File: config.mk
export PLATFORM = sky130hd
export DESIGN_NAME = i2c_master_register_access_core
export DESIGN_NICKNAME = d
export VERILOG_FILES = /design/src/sv/i2cmra_pkg.sv /design/src/sv/i2cmra_engine.sv /design/src/sv/i2c_master_register_access_core.sv
export SDC_FILE = /design/constraint.sdc
export NUM_CORES = 1
export LEC_CHECK = 0
export BUFFER_PORTS_ARGS = -buffer_cell sky130_fd_sc_hd__clkbuf_2
export CAP_MARGIN = 20
export CORE_ASPECT_RATIO = 1.5
export CORE_MARGIN = 1
export CORE_UTILIZATION = 40
export DETAILED_ROUTE_END_ITERATION = 6
export HOLD_SLACK_MARGIN = 0.03
export SETUP_SLACK_MARGIN = 0.5
export SLEW_MARGIN = 40
export SYNTH_ARGS = -nofsm -noshare
export SYNTH_HDL_FRONTEND = slang
export SYNTH_SLANG_ARGS = --single-unit
File: constraint.sdc
create_clock -name clk -period 5.18 [get_ports clk]
set_input_delay 0.259 -clock clk [delete_from_list [all_inputs] [get_ports clk]]
set_output_delay 0.259 -clock clk [all_outputs]
set_load 0.01 [all_outputs]
File: src/sv/i2cmra_pkg.sv
// Shared types and constants for the I2C master register access core.
package i2cmra_pkg;

  localparam logic [1:0] CMD_TICK        = 2'd0;
  localparam logic [1:0] CMD_SINGLE_WR   = 2'd1;
  localparam logic [1:0] CMD_SINGLE_RD   = 2'd2;
  localparam logic [1:0] CMD_MULTI_RD    = 2'd3;

  localparam logic [1:0] ST_OK           = 2'd0;
  localparam logic [1:0] ST_BUS_BUSY     = 2'd1;
  localparam logic [1:0] ST_START_FAIL   = 2'd2;
  localparam logic [1:0] ST_ADDR_NACK    = 2'd3;

  localparam logic [15:0] RECOVERY_RESET = 16'd1250;

  typedef struct packed {
    logic       scl_level;
    logic       sda_drive;
    logic       busy_res;
    logic       byte_valid;
    logic [7:0] read_byte;
    logic       done_res;
    logic [1:0] status;
    logic       last_byte;
  } result_t;

endpackage

File: src/sv/i2cmra_engine.sv
// Bus sequencer: holds transaction state and computes the result of one beat.
module i2cmra_engine (
  input  logic                     clk,
  input  logic                     rst,
  input  logic                     step,
  input  logic [1:0]               cmd,
  input  logic [7:0]               slave_address_byte,
  input  logic [7:0]               register_address,
  input  logic [7:0]               write_value,
  input  logic [7:0]               read_length,
  input  logic                     sda_level,
  input  logic [15:0]              write_recovery_ticks,
  output i2cmra_pkg::result_t      result
);

  typedef enum logic [3:0] {
    PH_IDLE, PH_START1, PH_ADDR, PH_ACK1, PH_REG, PH_ACK2, PH_DATA, PH_ACK3,
    PH_START2, PH_RADDR, PH_ACK4, PH_RECV, PH_RACK, PH_STOP, PH_STOPFAIL, PH_WAIT
  } phase_t;

  phase_t      phase, phase_next;
  logic [1:0]  quarter_step, quarter_step_next;
  logic [2:0]  bit_index, bit_index_next;
  logic [7:0]  shift_byte, shift_byte_next;
  logic [7:0]  bytes_left, bytes_left_next;
  logic [1:0]  operation, operation_next;
  logic [7:0]  saved_address, saved_address_next;
  logic [7:0]  saved_register, saved_register_next;
  logic [7:0]  saved_data, saved_data_next;
  logic [15:0] recovery_count, recovery_count_next;
  logic        scl_reg, scl_reg_next;
  logic        sda_reg, sda_reg_next;

  function automatic phase_t follow(phase_t p, logic [1:0] op, logic [7:0] left);
    phase_t r;
    r = PH_IDLE;
    unique case (p)
      PH_START1: r = PH_ADDR;
      PH_ADDR:   r = PH_ACK1;
      PH_ACK1:   r = PH_REG;
      PH_REG:    r = PH_ACK2;
      PH_ACK2:   r = (op == i2cmra_pkg::CMD_SINGLE_WR) ? PH_DATA : PH_START2;
      PH_DATA:   r = PH_ACK3;
      PH_ACK3:   r = PH_STOP;
      PH_START2: r = PH_RADDR;
      PH_RADDR:  r = PH_ACK4;
      PH_ACK4,
      PH_RACK:   r = (left != 8'd0) ? PH_RECV : PH_STOP;
      PH_RECV:   r = PH_RACK;
      default:   r = PH_IDLE;
    endcase
    return r;
  endfunction

  always_comb begin
    logic       do_enter;
    phase_t     target;
    logic       fin;
    logic [1:0] st;
    logic       chk;
    logic [7:0] shifted;
    logic [15:0] rc_dec;
    logic       valid;
    logic [7:0] rb;
    logic       last;

    phase_next          = phase;
    quarter_step_next   = quarter_step;
    bit_index_next      = bit_index;
    shift_byte_next     = shift_byte;
    bytes_left_next     = bytes_left;
    operation_next      = operation;
    saved_address_next  = saved_address;
    saved_register_next = saved_register;
    saved_data_next     = saved_data;
    recovery_count_next = recovery_count;
    scl_reg_next        = scl_reg;
    sda_reg_next        = sda_reg;
    do_enter = 1'b0;
    target   = PH_IDLE;
    fin      = 1'b0;
    st       = i2cmra_pkg::ST_OK;
    chk      = 1'b0;
    shifted  = {shift_byte[6:0], sda_level};
    rc_dec   = (recovery_count != 16'd0) ? recovery_count - 16'd1 : 16'd0;
    valid    = 1'b0;
    rb       = 8'd0;
    last     = 1'b0;

    if (cmd != i2cmra_pkg::CMD_TICK) begin
      if (phase == PH_IDLE) begin
        operation_next      = cmd;
        saved_address_next  = slave_address_byte;
        saved_register_next = register_address;
        saved_data_next     = write_value;
        bytes_left_next     = (cmd == i2cmra_pkg::CMD_SINGLE_RD) ? 8'd1 : read_length;
        do_enter = 1'b1;
        target   = PH_START1;
      end
    end else begin
      unique case (phase)
        PH_START1, PH_START2: begin
          chk = (phase == PH_START1) && (operation != i2cmra_pkg::CMD_MULTI_RD);
          if (quarter_step == 2'd0) begin
            scl_reg_next = 1'b1;
            sda_reg_next = 1'b1;
            if (!sda_level) begin
              if (chk) begin
                fin = 1'b1;
                st  = i2cmra_pkg::ST_BUS_BUSY;
              end else begin
                do_enter = 1'b1;
                target   = follow(phase, operation, bytes_left);
              end
            end else begin
              quarter_step_next = 2'd1;
            end
          end else begin
            sda_reg_next = 1'b0;
            if (quarter_step == 2'd1 && sda_level) begin
              if (chk) begin
                fin = 1'b1;
                st  = i2cmra_pkg::ST_START_FAIL;
              end else begin
                do_enter = 1'b1;
                target   = follow(phase, operation, bytes_left);
              end
            end else if (quarter_step >= 2'd2) begin
              do_enter = 1'b1;
              target   = follow(phase, operation, bytes_left);
            end else begin
              quarter_step_next = quarter_step + 2'd1;
            end
          end
        end
        PH_ADDR, PH_REG, PH_DATA, PH_RADDR: begin
          if (quarter_step == 2'd0) begin
            scl_reg_next      = 1'b0;
            quarter_step_next = 2'd1;
          end else if (quarter_step == 2'd1) begin
            sda_reg_next      = shift_byte[7];
            shift_byte_next   = {shift_byte[6:0], 1'b0};
            quarter_step_next = 2'd2;
          end else begin
            scl_reg_next = 1'b1;
            if (bit_index == 3'd7) begin
              do_enter = 1'b1;
              target   = follow(phase, operation, bytes_left);
            end else begin
              bit_index_next    = bit_index + 3'd1;
              quarter_step_next = 2'd0;
            end
          end
        end
        PH_ACK1, PH_ACK2, PH_ACK3, PH_ACK4: begin
          if (quarter_step == 2'd0) begin
            scl_reg_next      = 1'b0;
            quarter_step_next = 2'd1;
          end else if (quarter_step == 2'd1) begin
            sda_reg_next      = 1'b1;
            quarter_step_next = 2'd2;
          end else begin
            scl_reg_next = 1'b1;
            do_enter     = 1'b1;
            if (phase == PH_ACK1 && operation != i2cmra_pkg::CMD_MULTI_RD && sda_level) begin
              target = PH_STOPFAIL;
            end else begin
              target = follow(phase, operation, bytes_left);
            end
          end
        end
        PH_RECV: begin
          if (quarter_step == 2'd0) begin
            scl_reg_next      = 1'b0;
            sda_reg_next      = 1'b1;
            quarter_step_next = 2'd1;
          end else begin
            scl_reg_next    = 1'b1;
            shift_byte_next = shifted;
            if (bit_index == 3'd7) begin
              valid = 1'b1;
              rb    = shifted;
              last  = (bytes_left <= 8'd1);
              if (bytes_left != 8'd0) begin
                bytes_left_next = bytes_left - 8'd1;
              end
              do_enter = 1'b1;
              target   = PH_RACK;
            end else begin
              bit_index_next    = bit_index + 3'd1;
              quarter_step_next = 2'd0;
            end
          end
        end
        PH_RACK: begin
          unique case (quarter_step)
            2'd0: scl_reg_next = 1'b0;
            2'd1: sda_reg_next = (bytes_left == 8'd0);
            2'd2: scl_reg_next = 1'b1;
            default: begin
              scl_reg_next = 1'b0;
              do_enter     = 1'b1;
              target       = follow(phase, operation, bytes_left);
            end
          endcase
          if (quarter_step != 2'd3) begin
            quarter_step_next = quarter_step + 2'd1;
          end
        end
        PH_STOP, PH_STOPFAIL: begin
          unique case (quarter_step)
            2'd0: scl_reg_next = 1'b0;
            2'd1: sda_reg_next = 1'b0;
            2'd2: scl_reg_next = 1'b1;
            default: begin
              sda_reg_next = 1'b1;
              if (phase == PH_STOPFAIL) begin
                fin = 1'b1;
                st  = i2cmra_pkg::ST_ADDR_NACK;
              end else if (operation == i2cmra_pkg::CMD_SINGLE_WR &&
                           write_recovery_ticks != 16'd0) begin
                recovery_count_next = write_recovery_ticks;
                do_enter = 1'b1;
                target   = PH_WAIT;
              end else begin
                fin = 1'b1;
              end
            end
          endcase
          if (quarter_step != 2'd3) begin
            quarter_step_next = quarter_step + 2'd1;
          end
        end
        PH_WAIT: begin
          recovery_count_next = rc_dec;
          if (rc_dec == 16'd0) begin
            fin = 1'b1;
          end
        end
        default: begin
        end
      endcase
    end

    if (fin) begin
      do_enter = 1'b1;
      target   = PH_IDLE;
    end

    if (do_enter) begin
      phase_next        = target;
      quarter_step_next = 2'd0;
      bit_index_next    = 3'd0;
      unique case (target)
        PH_ADDR:  shift_byte_next = saved_address_next;
        PH_REG:   shift_byte_next = saved_register_next;
        PH_DATA:  shift_byte_next = saved_data_next;
        PH_RADDR: shift_byte_next = saved_address_next + 8'd1;
        PH_RECV:  shift_byte_next = 8'd0;
        default: begin
        end
      endcase
    end

    result.scl_level  = scl_reg_next;
    result.sda_drive  = sda_reg_next;
    result.busy_res   = (phase_next != PH_IDLE);
    result.byte_valid = valid;
    result.read_byte  = rb;
    result.done_res   = fin;
    result.status     = fin ? st : i2cmra_pkg::ST_OK;
    result.last_byte  = last;
  end

  always_ff @(posedge clk) begin
    if (rst) begin
      phase          <= PH_IDLE;
      quarter_step   <= 2'd0;
      bit_index      <= 3'd0;
      shift_byte     <= 8'd0;
      bytes_left     <= 8'd0;
      operation      <= 2'd0;
      saved_address  <= 8'd0;
      saved_register <= 8'd0;
      saved_data     <= 8'd0;
      recovery_count <= 16'd0;
      scl_reg        <= 1'b1;
      sda_reg        <= 1'b1;
    end else if (step) begin
      phase          <= phase_next;
      quarter_step   <= quarter_step_next;
      bit_index      <= bit_index_next;
      shift_byte     <= shift_byte_next;
      bytes_left     <= bytes_left_next;
      operation      <= operation_next;
      saved_address  <= saved_address_next;
      saved_register <= saved_register_next;
      saved_data     <= saved_data_next;
      recovery_count <= recovery_count_next;
      scl_reg        <= scl_reg_next;
      sda_reg        <= sda_reg_next;
    end
  end

endmodule

File: src/sv/i2c_master_register_access_core.sv
// Top level of the I2C master register access core: stream ports, config, output register.
// Each input beat is either a command (tuser nonzero) or one quarter-bit tick of the
// bus carrying the sampled SDA level, and every beat produces exactly one output beat
// with the SCL/SDA drive levels, busy and done flags, status and any received byte.
// The core takes one beat per clock: the sequencer state and the step logic sit between
// the state registers and a single output register, and a new beat is accepted whenever
// that register is empty or being drained in the same cycle. write_recovery_ticks may be
// written at any time the core is idle and takes effect for the next single write.
module i2c_master_register_access_core (
  input  logic        clk,
  input  logic        rst,
  input  logic        cfg_wr_en,
  input  logic [15:0] cfg_wr_data,   // write_recovery_ticks
  input  logic        s_axis_tvalid,
  output logic        s_axis_tready,
  input  logic [39:0] s_axis_tdata,  // slave_address_byte, register_address, write_value,
                                     // read_length, sda_level, zero fill
  input  logic [1:0]  s_axis_tuser,  // cmd
  output logic        m_axis_tvalid,
  input  logic        m_axis_tready,
  output logic [15:0] m_axis_tdata,  // scl_level, sda_drive, busy_res, byte_valid,
                                     // read_byte, done_res, status, zero fill
  output logic        m_axis_tlast   // last_byte
);

  logic [15:0]          write_recovery_ticks;
  logic                 step;
  i2cmra_pkg::result_t  result;
  i2cmra_pkg::result_t  out_reg;
  logic                 out_valid;

  assign s_axis_tready = !out_valid || m_axis_tready;
  assign step          = s_axis_tvalid && s_axis_tready;

  i2cmra_engine u_engine (
    .clk                  (clk),
    .rst                  (rst),
    .step                 (step),
    .cmd                  (s_axis_tuser),
    .slave_address_byte   (s_axis_tdata[7:0]),
    .register_address     (s_axis_tdata[15:8]),
    .write_value          (s_axis_tdata[23:16]),
    .read_length          (s_axis_tdata[31:24]),
    .sda_level            (s_axis_tdata[32]),
    .write_recovery_ticks (write_recovery_ticks),
    .result               (result)
  );

  always_ff @(posedge clk) begin
    if (rst) begin
      write_recovery_ticks <= i2cmra_pkg::RECOVERY_RESET;
    end else if (cfg_wr_en) begin
      write_recovery_ticks <= cfg_wr_data;
    end
  end

  always_ff @(posedge clk) begin
    if (rst) begin
      out_valid <= 1'b0;
    end else if (step) begin
      out_valid <= 1'b1;
    end else if (m_axis_tready) begin
      out_valid <= 1'b0;
    end
  end

  always_ff @(posedge clk) begin
    if (step) begin
      out_reg <= result;
    end
  end

  assign m_axis_tvalid = out_valid;
  assign m_axis_tlast  = out_reg.last_byte;
  assign m_axis_tdata  = {1'b0, out_reg.status, out_reg.done_res, out_reg.read_byte,
                          out_reg.byte_valid, out_reg.busy_res, out_reg.sda_drive,
                          out_reg.scl_level};

endmodule

=== Word-level counts from Yosys, hierarchy flattened ===
Cells that the tools add are included.
W data, S select, Z words.

* Flip-flop bits (word level): 102
* Input bits: 63
* Output and inout port bits: 19
* Word-level logic and storage cells: 243

* Add/sub/neg operators: 5
* Magnitude comparators: 2
* Eq/ne operators: 41
* Multiplexer cells: 128
* Bitwise gates (word level): 4
* Reduce and logical (&&, ||, !) cells: 41

{| class="wikitable"
|+ Operators with widths
! kind !! count
|-
| $mux W8 || 18
|-
| $mux W4 || 21
|-
| $mux W16 || 4
|-
| $mux W1 || 44
|-
| $eq A4 B4 Y1 const B || 10
|-
| $pmux W4 S10 || 1
|-
| $pmux W8 S5 || 1
|-
| $mux W2 || 19
|-
| $pmux W16 S2 || 1
|-
| $reduce_bool A16 Y1 || 2
|-
| $eq A4 B3 Y1 const B || 6
|-
| $pmux W4 S6 || 1
|-
| $mux W3 || 7
|-
| $reduce_and A6 Y1 || 3
|-
| $logic_not A16 Y1 || 1
|-
| $pmux W8 S2 || 1
|-
| $sub A16 B1 Y16 const B || 1
|-
| $eq A4 B2 Y1 const B || 3
|-
| $ne A2 B2 Y1 const B || 6
|-
| $ne A4 B4 Y1 const B || 3
|-
| $pmux W1 S6 || 2
|-
| $reduce_bool A2 Y1 || 6
|-
| $reduce_or A2 Y1 || 6
|-
| $reduce_or A4 Y1 || 3
|-
| other kinds (35) || 51
|}

=== Logic depth before layout (Yosys ltp) ===
Gate-level depths: netlist of the first run.

* Depth in word-level cells: 12
* Gate-level depth with buffers: 14

=== Modules after synthesis ===
A second synthesis of the first run with hierarchy kept.

* Cells, all modules: 836
* Area total of the unflattened synthesis: 6683.9 sq um

{| class="wikitable"
|+ Modules (own cells, without submodules)
! module !! times used !! cells each !! area each (sq um) !! seq. area each (sq um)
|-
| i2cmra_engine || 1 || 761 || 5555.3 || 1381.3
|-
| i2c_master_register_access_core || 1 || 75 || 1128.6 || 820.8
|}

=== Least setup slack after synthesis of the first run ===
Ideal clock, no wire load.

* Path type: register to register
* Start point: register u_engine.phase[0]
* End point: register u_engine.shift_byte[6]
* Library setup time: 0.130 ns
* Arrival: 2.967 ns
* Setup slack: 2.083 ns
* Stages on the path, launching flop included: 15
* Buffers on the path: 2
* Period minus slack after synthesis: 3.097 ns
* Cells stage by stage: dfxtp_1 > or4_4 > buf_6 > nor2_8 > buf_1 > mux2i_1 > inv_1 > ha_1 > nand3_1 > nor3_1 > a41oi_1 > nor3_1 > xnor2_1 > a211oi_1 > a221oi_1

* Elaborated cells on any way between the ends: 77
* Those cells by class: add/sub: 1; eq/ne: 20; mux: 47; reduce/logical: 9

{| class="wikitable"
|+ RTL lines
! what !! RTL line !! RTL
|-
| from (decl) || i2cmra_engine.sv:21 || <nowiki>phase_t phase, phase_next;</nowiki>
|-
| from (signal assigned) || i2cmra_engine.sv:290 || <nowiki>phase <= phase_next;</nowiki>
|-
| $logic_not A4 Y1 || i2cmra_engine.sv:91 || <nowiki>if (phase == PH_IDLE) begin</nowiki>
|-
| $mux W8 || i2cmra_engine.sv:91 ||
|-
| $mux W8 || i2cmra_engine.sv:90 || <nowiki>if (cmd != i2cmra_pkg::CMD_TICK) begin</nowiki>
|-
| net u_engine.saved_address_next[0] || i2cmra_engine.sv:27 || <nowiki>logic [7:0] saved_address, saved_address_next;</nowiki>
|-
| $add A8 B1 Y8 || i2cmra_engine.sv:258 || <nowiki>PH_RADDR: shift_byte_next = saved_address_next + 8'd1;</nowiki>
|-
| $pmux W8 S5 || i2cmra_engine.sv:254 || <nowiki>unique case (target)</nowiki>
|-
| $mux W8 || i2cmra_engine.sv:250 || <nowiki>if (do_enter) begin</nowiki>
|-
| to (signal assigned) || i2cmra_engine.sv:293 || <nowiki>shift_byte <= shift_byte_next;</nowiki>
|-
| to (decl) || i2cmra_engine.sv:24 || <nowiki>logic [7:0] shift_byte, shift_byte_next;</nowiki>
|}

The timed path passes the listed nets, and every way through them passes these cells.
A chain may end at the register's enable or synchronous reset.

=== Worst setup path in the final report of the first run ===
* Start point: register u_engine.quarter_step[0]
* End point: register u_engine.shift_byte[7]

* Cells in the longest elaborated chain, start to end: 10
* Elaborated cells on any way between the ends: 49
* Those cells by class: order compare: 1; eq/ne: 7; mux: 38; reduce/logical: 3

{| class="wikitable"
|+ RTL lines
! what !! RTL line !! RTL
|-
| from (decl) || i2cmra_engine.sv:22 || <nowiki>logic [1:0] quarter_step, quarter_step_next;</nowiki>
|-
| from (signal assigned) || i2cmra_engine.sv:291 || <nowiki>quarter_step <= quarter_step_next;</nowiki>
|-
| $ge A2 B2 Y1 / $eq A2 B1 Y1 (equally long branches) || n/a ||
|-
| $mux W4 / $logic_and A1 B1 Y1 (equally long branches) || i2cmra_engine.sv:128, i2cmra_engine.sv:120 ||
|-
| $mux W4 / $mux W1 (equally long branches) || i2cmra_engine.sv:120 || <nowiki>if (quarter_step == 2'd1 && sda_level) begin</nowiki>
|-
| $mux W4 / $mux W1 (equally long branches) || i2cmra_engine.sv:104 || <nowiki>if (quarter_step == 2'd0) begin</nowiki>
|-
| $pmux W4 S6 / $pmux W1 S3 (equally long branches) || i2cmra_engine.sv:101 || <nowiki>unique case (phase)</nowiki>
|-
| $mux W4 / $mux W1 (equally long branches) || i2cmra_engine.sv:90 ||
|-
| $mux W4 || i2cmra_engine.sv:245 || <nowiki>if (fin) begin</nowiki>
|-
| $eq A4 B4 Y1 (tied with other cells) || i2cmra_engine.sv:254 ||
|-
| $pmux W8 S5 || i2cmra_engine.sv:254 ||
|-
| $mux W8 * || i2cmra_engine.sv:250 ||
|}

Every way passes the cells marked *; elsewhere a longest branch is shown, timed or not.

==> metrics, run 1 <==
Final Hold Vio Count 0; DPL Wire Length 13,900 um; first-pass GRT wire length 30,200 um; CTS buffer count 9; cts hold-fix bufs 0; status complete, no violations; clock latency on the worst-skew pair 0.37 ns; Post-Syn Area 0.00643 mm2; Initial Util 41.0%; post-synthesis async set-or-reset flop share 0%; Fmax achieved 0.271 GHz; CP max-delay cell dfxtp_1; n_diodes 0; drt wl/cell 17.7 um; crit share post-route 71.2%; internal power 1.28 mW; LEAKAGE 2.72 nW; die area 0.0166 mm2; peak supply drop 0.123 mV; post-CTS sizing 0; number of synthesized flops with an enable pin 16; Synth Instances 815; Post-Place Cells 1,049; placed cell area 0.00693 mm2; critical path data arrival time 3.90 ns; Pwr Total 1.80 mW; # H-tree levels 3; unrepaired setup endpoints after global routing no; Die W 106 um; CTS tree built; NetSw 0.528 mW; Main synth FF type dfxtp_1; layout cell share with drive strength beyond 1 14.4%; final cell count without fillers 1,065; vias post-DR 6,284; startpoint types register; CP bufs+invs 1; via/cell ratio 5.90; GRT overflow 0; antenna violations before repair 0; area grow syn2layout 12.2%; clock group share of total power 37.3%; TNS Setup 0 ns; number of global-route vias before repair 5,808; synthesized flop and latch total 102; Hold WS 0.0966 ns; drt drc 0; row cnt 56; post-CTS setup buffers 0; Hold Crit Class in -> reg; max incr delay on CP 0.55 ns; post-route cell area 0.00722 mm2; Slew Limit Fails 0; gr usage total 23.2%; Clock Tree Buf Depth 2; Layout Nets 931; Max Cap Viol 0; syn_area_per_cell 7.89 um2; # setup viols final 0; combinational fraction of design power 14.7%; total wire length 18,800 um; leading cell types in the layout, fill and taps excluded 107 x nand2_1, 86 x dfxtp_1, 75 x nor2_1; top cell family by delay on the critical path compound AO/OA/AOI/OAI gates; Root Driver clkbuf_16; core area 0.0157 mm2; Setup crit end kind register; most common cell after layout, fill and taps aside nand2_1; I/O pin count 82; CP Class reg -> reg; # clock sinks 102; cells along the critical path inv_1 -> ha_1 -> a2111oi_0 -> nor4b_2 -> a221oi_2 -> a21boi_1 -> or2_2 -> o311ai_0 -> a221oi_1; worst-margin pin slew 0.805 ns; drt pass-1 iters 5; Flop pwr share 48.0%; Slew headroom 45.9%; Final ANT Viol Nets 0; gpl congestion 0.881; required time of the worst setup path 5.39 ns; Die Height 157 um; clk_skew 0.0111 ns; I/O Buffers 73; pin count of the biggest net entering global routing 60; minimum clock period after layout 3.69 ns; Syn Nets 889; Seq/Total Area, Yosys 34.2%; Max Fanout on Critical Path 20; pwr dens 250 mW/mm2; Clock Pin Slew Worst Setup and Hold Paths 0.08 ns; synth unique cells 85; initial detailed-routing violation count 310; yosys warns 0; Switching Fraction 29.3%
[metal layers]
layer | wire [um] | vias up | global-route usage (%)
met1 | 7680 | 2920 | 26.8
met3 | 895 | 53 | 3.48
met2 | 9460 | 187 | 41.0
met4 | 779 | 0 | 12.3
met5 | 0 | - | 0
li1 | - | 3124 | -
[cell usage after synthesis, types with 8 or more instances]
library cell,count,area (um2)
nor4_1,11,68.8
mux2i_1,24,240
edfxtp_1,16,480
and3_1,14,87.6
nor2b_1,18,113
a21oi_1,70,350
a221oi_1,8,70.1
clkbuf_1,38,143
inv_1,22,82.6
o21ai_0,37,185
nor3_1,31,155
a22oi_1,14,105
nand2_1,107,402
nand3_1,14,70.1
a211o_1,8,70.1
dfxtp_1,86,1720
nor2_1,75,282
a211oi_1,10,75.1
nand4_1,16,100
ha_1,11,138
buf_2,8,40.0
[worst register-to-register path: cells and delay by family, from the launching register on]
kind	cells	cell delay [ns]
AO/OA/AOI/OAI	5	1.80
adder cells (fa/ha/maj)	1	0.48
flip-flops	1	0.55
buffers and inverters	1	0.19
AND/OR/NAND/NOR	2	0.52
[cell type report]
class	count	area, um2
sequential	102	2200
multi-input combinational	634	3920
clock inverter	7	62.6
inverter	24	90.1
tap	203	254
timing repair buffer	86	463
fill	1647	8480
clock buffer	9	225
[kinds of logic (layout without fill, tap and decap cells)]
kind of cell	count (synthesis)	count (layout)	synth area share (%)
DFF	102	102	34.2
and+or+nand+nor	347	347	27.6
other	1	1	0.0583
buffers and inverters	79	126	5.00
xor gates and xnor gates	12	12	1.63
adders and majority gates	13	13	2.45
muxes	27	27	4.26
AOI/OAI and AO/OA	234	234	24.7
[worst paths after layout]
check	start	to	slack [ns]	cells after the start
worst max register to register	u_engine.quarter_step[0]	u_engine.shift_byte[7]	1.49	9
worst min register to register	u_engine.saved_address[6]	u_engine.saved_address[6]	0.46	2
worst min-delay path	cfg_wr_data[6]	write_recovery_ticks[6]	0.1	2
worst max-delay path	u_engine.quarter_step[0]	u_engine.shift_byte[7]	1.49	9
[power by group through the flow]
stage	combinational, mW	clock [mW]	sequential [mW]
after CTS	0.265	0.684	0.866
after global placement	0.263	0	0.884
final	0.265	0.672	0.866
after global routing	0.293	0.721	0.871
after detailed placement	0.264	0	0.884
after floorplan	0.181	0	0.879
[metrics by stage]
step / util [%] / worst slack [ns]
floorplan: - / 2.08
global placement: 44.1 / 1.62
detailed placement: 44.1 / 1.56
CTS: 46.0 / 1.54
global route: 46.0 / 1.22
finish: 46.0 / 1.49
(Power assumes the default switching activity.)
==> run 2: changes to the inputs <==
==> constraint.sdc (replaced) <==
create_clock -name clk -period 3.45 [get_ports clk]
set_input_delay 0.1725 -clock clk [delete_from_list [all_inputs] [get_ports clk]]
set_output_delay 0.1725 -clock clk [all_outputs]
set_load 0.01 [all_outputs]
==> metrics, run 2 (synthesized netlist as in run 1, its figures left out) <==
via/cell ratio 5.94; crit share post-route 83.0%; CTS buffer count 9; vias post-DR 6,551; # clock sinks 102; Setup crit end kind register; Slew headroom 47.6%; Final Hold Vio Count 0; n_diodes 0; Reg2Reg Setup Slack 0.59 ns; peak supply drop 0.222 mV; Place WS 0.376 ns; Max Fanout on Critical Path 8; number of global-route vias before repair 6,082; gpl congestion 0.919; die area 0.0166 mm2; area grow syn2layout 18.5%; most common cell after layout, fill and taps aside nand2_1; initial detailed-routing violation count 422; startpoint types register; GRT overflow 0; row cnt 56; Slew Limit Fails 0; CTS tree built; minimum clock period after layout 2.86 ns; I/O Buffers 73; Initial Util 41.0%; pin count of the biggest net entering global routing 50; drt pass-1 iters 5; reg2reg end u_engine.shift_byte[1]; final worst setup slack 0.587 ns; worst-margin pin slew 0.785 ns; clock latency on the worst-skew pair 0.36 ns; hold path depth 2; clk_skew 0.0136 ns; FILL cells 1,596; Max Cap Viol 0; layout cell share with drive strength beyond 1 20.9%; unrepaired setup endpoints after global routing no; Endpoint, Worst Hold write_recovery_ticks[10]; DPL Wire Length 14,700 um; Hold Crit Class in -> reg; Fmax achieved 0.349 GHz; Die W 106 um; antenna violations before repair 0; Final ANT Viol Nets 0; total wire length 20,000 um; core area 0.0157 mm2; LEAKAGE 2.93 nW; Die Height 157 um; Clock Tree Buf Depth 2; CP Class reg -> reg; Pwr Total 2.74 mW; critical path data arrival time 3.12 ns; I/O pin count 82; hold path startpoint cfg_wr_data[10]; pwr dens 359 mW/mm2; drt wl/cell 18.1 um; gr usage total 23.7%; first-pass GRT wire length 31,100 um; Root Driver clkbuf_16; # H-tree levels 3; drt drc 0; # setup viols final 0; Layout Nets 968; Clock Pin Slew Worst Setup and Hold Paths 0.08 ns; required time of the worst setup path 3.70 ns; R2R cell count 11; reg2reg start u_engine.quarter_step[0]; TNS Setup 0 ns; status complete, no violations; leading cell types in the layout, fill and taps excluded 106 x nand2_1, 79 x dfxtp_1, 75 x nor2_1
## run 2: cell types whose count changed in the layout (fill, tap and decap cells not counted), moves of 3 or more
cell and change:
buf_4 +36, dfxtp_1 -7, dfxtp_2 +6, nor3_1 -6, nor3_2 +6, ha_1 -3, ha_2 +3
## run 2: final cells by class
type                       instances  area, um2  area share, %
sequential                       102       2210           29.0
multi-input combinational        634       4030           52.8
clock buffer                      10        229           3.00
clock inverter                     6       51.3          0.673
timing repair buffer             123        758           9.94
tap                              203        254           3.33
inverter                          24       92.6           1.21
## run 2: report_power, final
group	switching (mW)	internal [mW]	total [mW]
Sequential	0.0410	1.26	1.30
Combinational	0.269	0.176	0.445
Clock	0.490	0.504	0.994
Total	0.800	1.94	2.74
## run 2: worst max-delay path, cell delays in order, from the launching register on
cell and delay [ns]:
dfxtp_4 0.37, inv_4 0.08, ha_2 0.20, a2111oi_0 0.07
buf_4 0.17, nor4b_4 0.38, a221o_1 0.25, nor2_1 0.06
buf_4 0.16, or4_4 0.52, a221o_1 0.29, o221a_1 0.22
## run 2: per-stage QoR
stage / utilization (%) / instances / instance area, um2 / hold WS, ns
after floorplan: - / 815 / 6440 / 0.295
after global placement: 45.9 / 1084 / 7200 / 0.389
after detailed placement: 45.9 / 1084 / 7200 / 0.386
after CTS: 47.9 / 1101 / 7510 / 0.0320
after global routing: 48.6 / 1102 / 7630 / 0.0322
final: 48.6 / 1102 / 7630 / 0.0354
## run 2: how the worst max path moves through the flow
stage,start,slack (ns),end,cells past startpoint
global route,u_engine.phase[1],0.45,u_engine.shift_byte[6],13
finish,u_engine.quarter_step[0],0.59,u_engine.shift_byte[1],11
detailed placement,u_engine.quarter_step[0],0.38,u_engine.shift_byte[1],11
CTS,u_engine.quarter_step[0],0.53,u_engine.shift_byte[1],11
floorplan,u_engine.quarter_step[1],0.52,u_engine.shift_byte[1],10
global placement,u_engine.quarter_step[0],0.43,u_engine.shift_byte[1],11
## run 2: repair_timing
action | in CTS | in global routing
cloned | 0 | 0
pin swaps | 1 | 4
hold buffers | 1 | 0
buffers inserted | 0 | 1
gates resized for setup | 9 | 27
setup endpoints to repair | 7 | 14
endpoints found under the hold margin | 1 | 0
## run 2: metal layers
metal	wire length, um	GRT usage [%]
met4	895	12.8
met3	919	2.98
met5	0	0
met2	9890	42.3
met1	8270	27.4
